$ cat src/rtl/sld_pkg.sv
`default_nettype none
// ----------------------------------------------------------------------------
// sld_pkg: shared types and constants of the frame deframer
// Phase and sequencer codes, status codes, item kinds, register indexes,
// crc constants and the header event from the parser to the output sequencer.
// ----------------------------------------------------------------------------
package sld_pkg;

    // frame status codes
    typedef logic [1:0] t_status;
    localparam t_status ST_OK       = 2'd0;
    localparam t_status ST_END_ERR  = 2'd1;
    localparam t_status ST_CRC_ERR  = 2'd2;
    localparam t_status ST_SIZE_ERR = 2'd3;

    // result item kinds
    localparam logic KIND_HEADER = 1'b0;
    localparam logic KIND_DATA   = 1'b1;

    // configuration register indexes
    localparam logic [7:0] REG_START_MARKER = 8'd0;
    localparam logic [7:0] REG_END_MARKER   = 8'd1;

    // crc-16/ccitt-false
    localparam logic [15:0] CRC_INIT = 16'hFFFF;
    localparam logic [15:0] CRC_POLY = 16'h1021;

    // parser phases
    typedef enum logic [6:0] {
        PH_HUNT   = 7'b0000001,
        PH_SIZE   = 7'b0000010,
        PH_OPCODE = 7'b0000100,
        PH_DATA   = 7'b0001000,
        PH_CRC_LO = 7'b0010000,
        PH_CRC_HI = 7'b0100000,
        PH_END    = 7'b1000000
    } t_phase;

    // output sequencer states
    typedef enum logic [2:0] {
        ES_IDLE = 3'b001,
        ES_OUT  = 3'b010,
        ES_READ = 3'b100
    } t_emit_state;

    // end-of-frame event from the parser
    typedef struct packed {
        t_status    status;
        logic [7:0] opcode;
        logic [7:0] length;
        logic       replay;
    } t_hdr;

endpackage
`default_nettype wire

$ cat src/rtl/sld_ram.sv
`default_nettype none
// ----------------------------------------------------------------------------
// sld_ram: generic single-port-write, single-port-read ram
// One write and one read per cycle, read data registered.
// ----------------------------------------------------------------------------
module sld_ram #(
    parameter int WIDTH = 8,
    parameter int DEPTH = 32
) (
    input  wire logic                                     i_clk,
    input  wire logic                                     i_wr_en,
    input  wire logic [((DEPTH > 1) ? $clog2(DEPTH) : 1)-1:0] i_wr_addr,
    input  wire logic [WIDTH-1:0]                         i_wr_data,
    input  wire logic                                     i_rd_en,
    input  wire logic [((DEPTH > 1) ? $clog2(DEPTH) : 1)-1:0] i_rd_addr,
    output logic      [WIDTH-1:0]                         o_rd_data
);

    logic [WIDTH-1:0] r_mem [DEPTH];

    // write port
    always_ff @(posedge i_clk) begin
        if (i_wr_en) begin
            r_mem[i_wr_addr] <= i_wr_data;
        end
    end

    // registered read port
    always_ff @(posedge i_clk) begin
        if (i_rd_en) begin
            o_rd_data <= r_mem[i_rd_addr];
        end
    end

endmodule
`default_nettype wire

$ cat src/rtl/sld_parser.sv
`default_nettype none
// ----------------------------------------------------------------------------
// sld_parser: frame parser with running crc
// Walks the frame one byte at a time, writes payload bytes to the ram and
// raises a header event at the end of a frame or on an oversize length.
// ----------------------------------------------------------------------------
module sld_parser
    import sld_pkg::*;
#(
    parameter int PAYLOAD_MAX = 32
) (
    input  wire logic                  i_clk,
    input  wire logic                  i_rst_n,
    input  wire logic                  i_cfg_valid,
    input  wire logic [7:0]            i_cfg_index,
    input  wire logic [7:0]            i_cfg_data,
    input  wire logic                  i_accept,
    input  wire logic [7:0]            i_byte,
    output logic                       o_wr_en,
    output logic [((PAYLOAD_MAX > 1) ? $clog2(PAYLOAD_MAX) : 1)-1:0] o_wr_addr,
    output logic [7:0]                 o_wr_data,
    output logic                       o_hdr_valid,
    output t_hdr                       o_hdr
);

    localparam int ADDR_W = (PAYLOAD_MAX > 1) ? $clog2(PAYLOAD_MAX) : 1;
    localparam int CNT_W  = $clog2(PAYLOAD_MAX + 1);
    localparam logic [7:0] MAX_LEN = 8'(PAYLOAD_MAX);

    t_phase           r_phase, n_phase;
    logic [7:0]       r_start, r_end;
    logic [7:0]       r_size, n_size;
    logic [7:0]       r_opcode, n_opcode;
    logic [CNT_W-1:0] r_count, n_count;
    logic [CNT_W-1:0] count_inc;
    logic [15:0]      r_crc, n_crc;
    logic [15:0]      r_rx_crc, n_rx_crc;
    logic [15:0]      crc_fed;

    // one byte through the crc, msb first
    function automatic logic [15:0] crc_feed(input logic [15:0] crc, input logic [7:0] b);
        logic [15:0] c;
        c = crc ^ {b, 8'h00};
        for (int k = 0; k < 8; k++) begin
            if (c[15]) begin
                c = {c[14:0], 1'b0} ^ CRC_POLY;
            end else begin
                c = {c[14:0], 1'b0};
            end
        end
        return c;
    endfunction

    assign crc_fed   = crc_feed(r_crc, i_byte);
    assign count_inc = r_count + 1'b1;
    assign o_wr_addr = r_count[ADDR_W-1:0];
    assign o_wr_data = i_byte;

    // marker registers
    always_ff @(posedge i_clk) begin
        if (!i_rst_n) begin
            r_start <= 8'h00;
            r_end   <= 8'h00;
        end else if (i_cfg_valid) begin
            case (i_cfg_index)
                REG_START_MARKER: r_start <= i_cfg_data;
                REG_END_MARKER:   r_end   <= i_cfg_data;
                default: ;
            endcase
        end
    end

    // phase sequencing
    always_comb begin
        n_phase     = r_phase;
        n_size      = r_size;
        n_opcode    = r_opcode;
        n_count     = r_count;
        n_crc       = r_crc;
        n_rx_crc    = r_rx_crc;
        o_wr_en     = 1'b0;
        o_hdr_valid = 1'b0;
        o_hdr       = '0;
        if (i_accept) begin
            unique case (r_phase)
                PH_HUNT: begin
                    if (i_byte == r_start) begin
                        n_phase = PH_SIZE;
                        n_crc   = CRC_INIT;
                        n_count = '0;
                    end
                end
                PH_SIZE: begin
                    n_size = i_byte;
                    if (i_byte > MAX_LEN) begin
                        o_hdr_valid  = 1'b1;
                        o_hdr.status = ST_SIZE_ERR;
                        o_hdr.length = i_byte;
                        n_phase      = PH_HUNT;
                    end else begin
                        n_phase = PH_OPCODE;
                    end
                end
                PH_OPCODE: begin
                    n_opcode = i_byte;
                    n_crc    = crc_fed;
                    n_count  = '0;
                    n_phase  = (r_size == 8'h00) ? PH_CRC_LO : PH_DATA;
                end
                PH_DATA: begin
                    o_wr_en = 1'b1;
                    n_crc   = crc_fed;
                    n_count = count_inc;
                    if (8'(count_inc) >= r_size) begin
                        n_phase = PH_CRC_LO;
                    end
                end
                PH_CRC_LO: begin
                    n_rx_crc = {8'h00, i_byte};
                    n_phase  = PH_CRC_HI;
                end
                PH_CRC_HI: begin
                    n_rx_crc = {i_byte, r_rx_crc[7:0]};
                    n_phase  = PH_END;
                end
                PH_END: begin
                    o_hdr_valid  = 1'b1;
                    o_hdr.opcode = r_opcode;
                    o_hdr.length = r_size;
                    if (i_byte != r_end) begin
                        o_hdr.status = ST_END_ERR;
                    end else if (r_crc != r_rx_crc) begin
                        o_hdr.status = ST_CRC_ERR;
                    end else begin
                        o_hdr.status = ST_OK;
                        o_hdr.replay = (r_size != 8'h00);
                    end
                    n_phase = PH_HUNT;
                end
                default: begin
                    n_phase = PH_HUNT;
                end
            endcase
        end
    end

    // state registers
    always_ff @(posedge i_clk) begin
        if (!i_rst_n) begin
            r_phase  <= PH_HUNT;
            r_size   <= 8'h00;
            r_opcode <= 8'h00;
            r_count  <= '0;
            r_crc    <= CRC_INIT;
            r_rx_crc <= 16'h0000;
        end else begin
            r_phase  <= n_phase;
            r_size   <= n_size;
            r_opcode <= n_opcode;
            r_count  <= n_count;
            r_crc    <= n_crc;
            r_rx_crc <= n_rx_crc;
        end
    end

endmodule
`default_nettype wire

$ cat src/rtl/sld_emitter.sv
`default_nettype none
// ----------------------------------------------------------------------------
// sld_emitter: result sequencer
// Holds the header word in the output register, then replays the buffered
// payload from the ram, one read and one output word per byte.
// ----------------------------------------------------------------------------
module sld_emitter
    import sld_pkg::*;
#(
    parameter int PAYLOAD_MAX = 32
) (
    input  wire logic              i_clk,
    input  wire logic              i_rst_n,
    input  wire logic              i_hdr_valid,
    input  wire t_hdr              i_hdr,
    output logic                   o_busy,
    output logic                   o_rd_en,
    output logic [((PAYLOAD_MAX > 1) ? $clog2(PAYLOAD_MAX) : 1)-1:0] o_rd_addr,
    input  wire logic [7:0]        i_rd_data,
    output logic                   o_valid,
    input  wire logic              i_ready,
    output logic                   o_kind,
    output t_status                o_status,
    output logic [7:0]             o_opcode,
    output logic [7:0]             o_length,
    output logic [7:0]             o_byte,
    output logic                   o_last
);

    localparam int ADDR_W = (PAYLOAD_MAX > 1) ? $clog2(PAYLOAD_MAX) : 1;
    localparam int CNT_W  = $clog2(PAYLOAD_MAX + 1);

    t_emit_state      r_state, n_state;
    logic [CNT_W-1:0] r_left, n_left;
    logic [ADDR_W-1:0] r_addr, n_addr;
    logic             r_kind, n_kind;
    t_status          r_status, n_status;
    logic [7:0]       r_opcode, n_opcode;
    logic [7:0]       r_length, n_length;
    logic [7:0]       r_byte, n_byte;
    logic             r_last, n_last;

    assign o_busy    = (r_state != ES_IDLE);
    assign o_valid   = (r_state == ES_OUT);
    assign o_rd_addr = r_addr;
    assign o_kind    = r_kind;
    assign o_status  = r_status;
    assign o_opcode  = r_opcode;
    assign o_length  = r_length;
    assign o_byte    = r_byte;
    assign o_last    = r_last;

    // sequencer
    always_comb begin
        n_state  = r_state;
        n_left   = r_left;
        n_addr   = r_addr;
        n_kind   = r_kind;
        n_status = r_status;
        n_opcode = r_opcode;
        n_length = r_length;
        n_byte   = r_byte;
        n_last   = r_last;
        o_rd_en  = 1'b0;
        unique case (r_state)
            ES_IDLE: begin
                if (i_hdr_valid) begin
                    n_kind   = KIND_HEADER;
                    n_status = i_hdr.status;
                    n_opcode = i_hdr.opcode;
                    n_length = i_hdr.length;
                    n_byte   = 8'h00;
                    n_last   = !i_hdr.replay;
                    n_left   = i_hdr.replay ? i_hdr.length[CNT_W-1:0] : '0;
                    n_addr   = '0;
                    n_state  = ES_OUT;
                end
            end
            ES_OUT: begin
                if (i_ready) begin
                    if (r_left != '0) begin
                        o_rd_en = 1'b1;
                        n_state = ES_READ;
                    end else begin
                        n_state = ES_IDLE;
                    end
                end
            end
            ES_READ: begin
                // ram data for r_addr is ready this cycle
                n_kind   = KIND_DATA;
                n_status = ST_OK;
                n_opcode = 8'h00;
                n_length = 8'h00;
                n_byte   = i_rd_data;
                n_last   = (r_left == CNT_W'(1));
                n_left   = r_left - 1'b1;
                n_addr   = r_addr + 1'b1;
                n_state  = ES_OUT;
            end
            default: begin
                n_state = ES_IDLE;
            end
        endcase
    end

    // control registers
    always_ff @(posedge i_clk) begin
        if (!i_rst_n) begin
            r_state <= ES_IDLE;
            r_left  <= '0;
            r_addr  <= '0;
        end else begin
            r_state <= n_state;
            r_left  <= n_left;
            r_addr  <= n_addr;
        end
    end

    // output word register
    always_ff @(posedge i_clk) begin
        r_kind   <= n_kind;
        r_status <= n_status;
        r_opcode <= n_opcode;
        r_length <= n_length;
        r_byte   <= n_byte;
        r_last   <= n_last;
    end

endmodule
`default_nettype wire

$ cat src/rtl/sync_length_crc_frame_deframer.sv
`default_nettype none
// ----------------------------------------------------------------------------
// sync_length_crc_frame_deframer: length-prefixed frame deframer, crc-16
// Receives a byte stream, frames it by start marker, size, opcode, payload,
// little-endian crc-16/ccitt-false and end marker, and delivers a header word
// for each frame, followed by the payload of each good frame.
// ----------------------------------------------------------------------------
// Usage: input bytes are taken one per cycle while no result is pending.
// At the end of a frame (or on an oversize length byte) a header word is
// placed in the output register and input is held off until the whole
// result run, marked by tlast, has been taken. A good frame with a payload
// then replays its bytes from the payload ram, each byte passing through
// the registered ram read and then the output register; the next byte is
// read only after the previous word has been taken. The payload ram needs
// no clearing after reset. Header words carry status 0 ok, 1 end marker
// missing, 2 crc mismatch, 3 size too large (opcode 0); data words carry
// the payload byte only. Markers are to be written through the configuration
// port while the block is idle; the block does not enforce it.
// ----------------------------------------------------------------------------
module sync_length_crc_frame_deframer
    import sld_pkg::*;
#(
    parameter int PAYLOAD_MAX = 32
) (
    input  wire logic        i_clk,
    input  wire logic        i_rst_n,
    // configuration write
    input  wire logic        i_cfg_valid,
    output logic             o_cfg_ready,
    input  wire logic [7:0]  i_cfg_index,
    input  wire logic [7:0]  i_cfg_data,
    // received byte stream
    input  wire logic        i_s_tvalid,
    output logic             o_s_tready,
    input  wire logic [7:0]  i_s_tdata,    // [7:0] rx_byte
    // result stream
    output logic             o_m_tvalid,
    input  wire logic        i_m_tready,
    output logic [31:0]      o_m_tdata,    // [1:0] frame_status, [9:2] frame_opcode,
                                           // [17:10] payload_length,
                                           // [25:18] payload_byte, [31:26] zero
    output logic             o_m_tuser,    // [0] item_kind
    output logic             o_m_tlast     // last_item
);

    localparam int ADDR_W = (PAYLOAD_MAX > 1) ? $clog2(PAYLOAD_MAX) : 1;

    logic              accept;
    logic              busy;
    logic              wr_en;
    logic [ADDR_W-1:0] wr_addr;
    logic [7:0]        wr_data;
    logic              rd_en;
    logic [ADDR_W-1:0] rd_addr;
    logic [7:0]        rd_data;
    logic              hdr_valid;
    t_hdr              hdr;
    t_status           out_status;
    logic [7:0]        out_opcode;
    logic [7:0]        out_length;
    logic [7:0]        out_byte;

    // input held off during result delivery, so ram reads and writes never meet
    assign o_cfg_ready = 1'b1;
    assign o_s_tready  = !busy;
    assign accept      = i_s_tvalid && o_s_tready;

    sld_parser #(
        .PAYLOAD_MAX (PAYLOAD_MAX)
    ) u_parser (
        .i_clk       (i_clk),
        .i_rst_n     (i_rst_n),
        .i_cfg_valid (i_cfg_valid),
        .i_cfg_index (i_cfg_index),
        .i_cfg_data  (i_cfg_data),
        .i_accept    (accept),
        .i_byte      (i_s_tdata),
        .o_wr_en     (wr_en),
        .o_wr_addr   (wr_addr),
        .o_wr_data   (wr_data),
        .o_hdr_valid (hdr_valid),
        .o_hdr       (hdr)
    );

    sld_ram #(
        .WIDTH (8),
        .DEPTH (PAYLOAD_MAX)
    ) u_payload_ram (
        .i_clk     (i_clk),
        .i_wr_en   (wr_en),
        .i_wr_addr (wr_addr),
        .i_wr_data (wr_data),
        .i_rd_en   (rd_en),
        .i_rd_addr (rd_addr),
        .o_rd_data (rd_data)
    );

    sld_emitter #(
        .PAYLOAD_MAX (PAYLOAD_MAX)
    ) u_emitter (
        .i_clk       (i_clk),
        .i_rst_n     (i_rst_n),
        .i_hdr_valid (hdr_valid),
        .i_hdr       (hdr),
        .o_busy      (busy),
        .o_rd_en     (rd_en),
        .o_rd_addr   (rd_addr),
        .i_rd_data   (rd_data),
        .o_valid     (o_m_tvalid),
        .i_ready     (i_m_tready),
        .o_kind      (o_m_tuser),
        .o_status    (out_status),
        .o_opcode    (out_opcode),
        .o_length    (out_length),
        .o_byte      (out_byte),
        .o_last      (o_m_tlast)
    );

    // result word packing
    assign o_m_tdata = {6'b000000, out_byte, out_length, out_opcode, out_status};

`ifndef ASSERT_OFF
    // no byte is taken while a result word waits
    a_stall_on_output: assert property (@(posedge i_clk) disable iff (!i_rst_n)
        o_m_tvalid |-> !o_s_tready)
        else $error("input accepted while a result word is pending");

    // a run ends with its tlast word
    a_run_ends: assert property (@(posedge i_clk) disable iff (!i_rst_n)
        (o_m_tvalid && i_m_tready && o_m_tlast) |=> !o_m_tvalid)
        else $error("result word follows the last word of a frame");

    // a failed frame gives a header only
    a_error_is_last: assert property (@(posedge i_clk) disable iff (!i_rst_n)
        (o_m_tvalid && !o_m_tuser && (o_m_tdata[1:0] != ST_OK)) |-> o_m_tlast)
        else $error("error header not marked last");

    // data words carry no status, opcode or length
    a_data_clean: assert property (@(posedge i_clk) disable iff (!i_rst_n)
        (o_m_tvalid && o_m_tuser) |-> (o_m_tdata[17:0] == 18'h0))
        else $error("data word with header fields set");
`endif

endmodule
`default_nettype wire

$ cat config.mk
export PLATFORM = sky130hd
export DESIGN_NAME = sync_length_crc_frame_deframer
export DESIGN_NICKNAME = d
export VERILOG_FILES = /design/src/rtl/sld_pkg.sv /design/src/rtl/sld_ram.sv /design/src/rtl/sld_parser.sv /design/src/rtl/sld_emitter.sv /design/src/rtl/sync_length_crc_frame_deframer.sv
export SDC_FILE = /design/constraint.sdc
export NUM_CORES = 1
export LEC_CHECK = 0
export BUFFER_PORTS_ARGS = -buffer_cell sky130_fd_sc_hd__buf_4
export CELL_PAD_IN_SITES_DETAIL_PLACEMENT = 0
export CELL_PAD_IN_SITES_GLOBAL_PLACEMENT = 1
export CORE_MARGIN = 3
export CORE_UTILIZATION = 45
export CTS_CLUSTER_SIZE = 16
export DETAILED_ROUTE_END_ITERATION = 10
export PLACE_DENSITY = 0.72
export RECOVER_POWER = 50
export SLEW_MARGIN = 0
export SYNTH_ARGS = -nofsm -noshare
export SYNTH_HDL_FRONTEND = slang
export SYNTH_SLANG_ARGS = --single-unit
$ cat constraint.sdc
create_clock -name i_clk -period 4.17 [get_ports i_clk]
set_input_delay 1.251 -clock i_clk [delete_from_list [all_inputs] [get_ports i_clk]]
set_output_delay 1.251 -clock i_clk [all_outputs]
set_load 0.01 [all_outputs]
### Word level (Yosys, flattened, before mapping)

Memories as Yosys holds them, arrays and structs flattened. A register that Yosys moved wholly into a read port is not among the register bits.
Cells that the tools add are included.

| word-level totals | value |
|---|---|
| output and inout port bits | 37 |
| ROM bits | 0 |
| logic and storage cells | 137 |
| memories kept | 1 |
| bits in latches | 0 |
| bits in registers | 119 |
| RAM bits | 256 |

| cells by class | value |
|---|---|
| reduce and logical (&&, ||, !) cells | 23 |
| shift-type cells | 0 |
| divide/modulo/power cells | 0 |
| $add $sub $neg | 3 |
| eq/ne operators | 20 |
| bitwise operators | 10 |
| order comparisons | 2 |
| multiply operators | 0 |
| multiplexer cells | 60 |

Memories:

| name | words | bits a word | rd ports | clocked after Yosys merged registers in | wr ports | RTL line | source |
|---|---|---|---|---|---|---|---|
| u_payload_ram.r_mem | 32 | 8 | 1 | 1 | 1 | sld_ram.sv:19 | `logic [WIDTH-1:0] r_mem [DEPTH];` |

Operator list:

| operator | number |
|---|---|
| $mux W13 | 8 |
| $pmux W16 S2 | 2 |
| $pmux W8 S2 | 4 |
| $pmux W7 S6 | 1 |
| $mux W8 | 5 |
| $not A3 Y3 | 8 |
| $mux W19 | 1 |
| $mux W6 | 3 |
| $pmux W6 S3 | 1 |
| $logic_not A8 Y1 | 2 |
| $mux W16 | 1 |
| $ne A16 B16 Y1 | 1 |
| $xor A16 B16 Y16 | 1 |
| $mux W1 | 14 |
| $mux W7 | 2 |
| $reduce_and A2 Y1 | 7 |
| $mux W3 | 4 |
| $pmux W6 S2 | 1 |
| $reduce_and A3 Y1 | 4 |
| $mux W5 | 2 |
| $pmux W5 S2 | 1 |
| $pmux W3 S3 | 1 |
| $eq A8 B1 Y1 const B | 1 |
| $eq A8 B8 Y1 | 1 |
| 31 further kinds | 42 |

### Longest topological paths before layout

| logic depth | value |
|---|---|
| depth after elaboration | 18 |
| mapped depth | 11 |

### Hierarchy

A second synthesis with hierarchy kept.

| second synthesis, totals | value |
|---|---|
| cells, all modules | 1065 |
| area, all modules | 16158.0 sq um |

Modules (own cells, without submodules):

| module | instances | cells an instance | area an instance (sq um) |
|---|---|---|---|
| sld_ram | 1 | 417 | 10133.5 |
| sld_parser | 1 | 481 | 4162.7 |
| sld_emitter | 1 | 156 | 1791.7 |
| sync_length_crc_frame_deframer | 1 | 11 | 70.1 |

### Least setup slack after synthesis

OpenSTA, ideal clock, no wires.

| timing path | value |
|---|---|
| kind | input-to-reg |
| start point | input port i_s_tdata[2] |
| end point | register u_emitter.r_left[5] |
| data required time | 4.051 ns |
| arrival time | 2.975 ns |
| slack | 1.076 ns |
| buffers on the path | 2 |
| stages | 7 |
| path through | buf_4 or4_4 o21ai_2 a21oi_1 or3_1 buf_6 o221a_2 |

| on the way | value |
|---|---|
| longest elaborated chain between the ends | 7 |
| elaborated cells between the ends (all ways) | 15 |
| those cells by class | order compare (1); eq/ne (2); mux (11); reduce/logical (1) |

RTL lines:

| element | RTL line | source |
|---|---|---|
| from (decl) | sync_length_crc_frame_deframer.sv:35 | `input wire logic [7:0] i_s_tdata,` |
| $gt A8 B6 Y1 / $ne A8 B8 Y1 (equally long branches) | sld_parser.sv:95, sld_parser.sv:130 |  |
| $mux W8 / $mux W1 (equally long branches) | sld_parser.sv:95, sld_parser.sv:130 |  |
| $pmux W8 S2 / $mux W1 (equally long branches) | sld_parser.sv:85 | `unique case (r_phase)` |
| $mux W19 | sld_parser.sv:84 | `if (i_accept) begin` |
| $mux W6 | sld_emitter.sv:74 | `n_left = i_hdr.replay ? i_hdr.length[CNT_W-1:0] : '0;` |
| $mux W6 | sld_emitter.sv:67 | `if (i_hdr_valid) begin` |
| $pmux W6 S2 | sld_emitter.sv:65 | `unique case (r_state)` |
| to (signal assigned) | sld_emitter.sv:115 | `r_left <= n_left;` |
| to (decl) | sld_emitter.sv:34 | `logic [CNT_W-1:0] r_left, n_left;` |

Parallel ways exist; a longest one is shown, timed or not. The select of a mux whose other input is x is not followed.
A chain may end at the register's enable or synchronous reset.

### Worst setup path after layout

| timing path | value |
|---|---|
| start point | input port i_s_tvalid |
| end point | register u_emitter.r_left[0] |

| on the way | value |
|---|---|
| longest elaborated chain between the ends | 5 |
| elaborated cells between the ends (all ways) | 8 |
| those cells by class | eq/ne (1); mux (5); reduce/logical (2) |

RTL lines:

| element | RTL line | source |
|---|---|---|
| from (decl) | sync_length_crc_frame_deframer.sv:33 | `input wire logic i_s_tvalid,` |
| $logic_and A1 B1 Y1 (*) | sync_length_crc_frame_deframer.sv:66 | `assign accept = i_s_tvalid && o_s_tready;` |
| $mux W19 | sld_parser.sv:84 |  |
| $mux W6 | sld_emitter.sv:74 |  |
| $mux W6 | sld_emitter.sv:67 |  |
| $pmux W6 S2 | sld_emitter.sv:65 |  |

Mark *: on every way between the ends. The rest lies on a longest branch, timed or not. The select of a mux whose other input is x is not followed.

==> results by group <==
Status
  – Status: complete, but fails checks
  – Failing checks: capacitance limit, slew limit

Clock tree
  – Setup bufs post-CTS: 0
  – Worst-path clk slew: 0.06 ns
  – CTS Buf Count: 41
  – Skew-Pair Late Insertion Delay: 0.53 ns
  – H-Tree Depth: 2
  – Sink Count: 383
  – Longest Clk Path Bufs: 3
  – Clock Tree Root: clkbuf_16
  – TritonCTS clock tree: yes
  – Post-cts hold buffer count: 0
  – PostCTS Resize Cnt: 0

Pwr
  – Peak supply drop: 0.000307 V
  – Static Leak: 5.90 nW
  – PwrDens: about 450 nW/µm²

Worst setup path
  – Critical path launch point type: input port
  – Critical path class: in -> reg
  – CP most frequent cell: buf_4
  – Arrival time at the worst endpoint: ~3.9 ns
  – Max incr delay on CP: around 0.57 ns
  – Crit path capture type: flop
  – Worst-path cell chain: buf_4, nor4bb_1, clkbuf_1, nand4_2, a21oi_1, or3_1, buf_4, nor2_1, o31a_1
  – Worst Path Required: approximately 4.6 ns
  – CP Buf/Inv Count: 3
  – Crit-path leading delay family: buffers and inverters
  – Slowest cell on the critical path: clkbuf_1
  – Worst-path fanout max: 35

STA
  – Slew Limit Fails: 70
  – Endpoints failing hold: 0
  – Final setup TNS: 0 ns
  – Clock period minus worst slack: 3.43 ns
  – Crit share post-route: 82.3%
  – Endpoints failing setup: 0
  – Worst Skew: 0.0203 ns
  – RSZ-0062 raised after global routing: no
  – Slew HR: -7.96%
  – Upper clock frequency limit: 0.291 GHz
  – Worst slew pin tran: around 1.6 ns

Placed design
  – DP HPWL: 24400 µm
  – Final GP Congestion: 0.807
  – DP Area: 17000 µm²
  – IO Port Bufs: 58

Floorplanning
  – Die area: 37600 µm²
  – Die W: 194 µm
  – Die Span Y: 194 µm
  – Initial Util: a little under half
  – Core Region: 34700 µm²
  – I/O pin cnt: 66
  – Num rows: 68

Layout
  – Final #Nets: 1170
  – Number of fillers in the final layout: 2899
  – Share of cells above drive strength 1: 19.0%
  – FF/Latch Area: 10600 µm²
  – Layout area overhead: 13.9%
  – Cell area after layout: ~18000 µm²
  – Area of the multi-input gates: 4950 µm²

Routing
  – Vias: 8939
  – Residual DRC: 0
  – Drt pass-1 iters: 5
  – Wire per inst: 22.5 µm
  – Routed WL: approximately 36000 µm
  – Drt via density: 5.55
  – Final ANT Viol Nets: 0
  – DR iter-0 viols: 809

Logic synthesis
  – Area of the mapped netlist: 15900 µm²
  – Post-synth EDFFs: 292
  – Synth Warn #: 0
  – Most used DFF post-synth: edfxtp_1
  – Asr flop ratio synth: 0%
  – Post-synth cell types: between 60 and 70
  – Yosys reg bits: 383
  – Synth area leaders: edfxtp_1 (55%), dfxtp_1 (11%), mux4_2 (11%), nor2_1 (2.4%), xnor2_1 (2.3%)
  – Top cell type's share of synthesized area: 55.2%
  – Synthesized instance count: 1040
  – Top cells by count, synth: edfxtp_1 (292), nor2_1 (102), dfxtp_1 (91), mux4_2 (80), nand2_1 (70)
  – Count leader, synth: edfxtp_1
  – Sequential area share after synthesis: 66.6%
  – Syn avg cell area: 15.3 µm²
  – Leading area contributor after synthesis: edfxtp_1

Global route
  – Global-route wire length before repair: 55900 µm
  – Total gr overflow: 0
  – Initial antenna violation count: 3
  – Largest net degree at the start of global routing: 41
  – Vias in the first global route: 9024
  – Total Routing Usage GR: ~20%

Worst hold path
  – HP Class: reg -> reg

Flow run
  – Max Cap Viol: 2
[cell type report]
cell class,count,area share [%]
multi-input cells,584,27.3
well taps,455,3.15
inverters,16,0.332
flip-flops and latches,383,58.5
diodes,2,0.0277
repair buffers,101,3.39
clock buffers,46,5.83
clock inverters,25,1.39
[sequential cells by signal (all words and copies together) (netlist names), 7 cells and up]
name                     count
u_emitter.o_byte             8
u_emitter.o_length           8
u_emitter.o_opcode           8
u_parser.r_crc              16
u_parser.r_end               8
u_parser.r_opcode            8
u_parser.r_phase             7
u_parser.r_rx_crc           16
u_parser.r_size              8
u_parser.r_start             8
u_payload_ram.o_rd_data      8
u_payload_ram.r_mem        256
[layout by cell type (no fill, tap or decap), types with 41 or more instances in the layout]
| cell type | n |
|---|---|
| nand2_1 | 70 |
| buf_4 | 58 |
| edfxtp_1 | 292 |
| xnor2_1 | 41 |
| clkbuf_16 | 41 |
| nor2_1 | 103 |
| clkbuf_1 | 46 |
| a21oi_1 | 43 |
| dfxtp_1 | 89 |
| mux4_2 | 80 |
[worst min-delay path, cell delays in order (launching register included)]
cell and delay, ns:
dfxtp_1 0.31, nand2_1 0.05, a21oi_1 0.05
[where the power goes]
group          total, W  switching (W)  leakage (nW)  internal [W]
registers       0.00415      0.0000305          3.35       0.00411
logic          0.000425       0.000299          1.92      0.000125
clock network   0.00354        0.00142         0.636       0.00212
total           0.00811        0.00175          5.90       0.00636
[metal layers]
metal	global-route usage [%]	wire length, µm
met2	30.5	17000
met4	4.89	754
met1	28.5	16600
met3	3.54	1870
met5	0	0
[cells by family (layout without fill, tap and decap cells)]
kind of cell,count (synthesis),in the layout,synth area share [%]
xor+xnor,64,64,3.53
other cells,2,9,0.0473
fa+ha+maj,14,14,1.10
simple gates,278,278,8.44
buf+inv,78,188,2.29
compound gates,106,106,4.34
flops,383,383,66.6
mux,115,115,13.6
[final timing paths]
kind | start | to | slack (ns) | cells after the start
setup / recovery | i_s_tvalid | u_emitter.r_left[0] | 0.74 | 9
hold / removal | u_parser.r_opcode[1] | u_parser.r_opcode[1] | 0.45 | 2
setup reg to reg | u_parser.r_phase[6] | u_payload_ram.r_mem[24][0] | 0.92 | 6
hold reg to reg | u_parser.r_opcode[1] | u_parser.r_opcode[1] | 0.45 | 2
[per-stage QoR]
stage | std cells | total power, W | hold slack (ns) | setup WS [ns] | utilization [%]
4_1_cts | 1610 | 0.00820 | 0.454 | 1.13 | 52.6
3_3_place_gp | 1539 | 0.00466 | 0.438 | 0.697 | 48.8
2_1_floorplan | 1045 | 0.00450 | 0.427 | 1.08 | -
6_report | 1612 | 0.00811 | 0.451 | 0.738 | 52.1
5_1_grt | 1610 | 0.00839 | 0.480 | 0.469 | 52.1
3_5_place_dp | 1539 | 0.00466 | 0.443 | 0.702 | 48.8
Note: power is estimated with default switching activity, not from simulation.
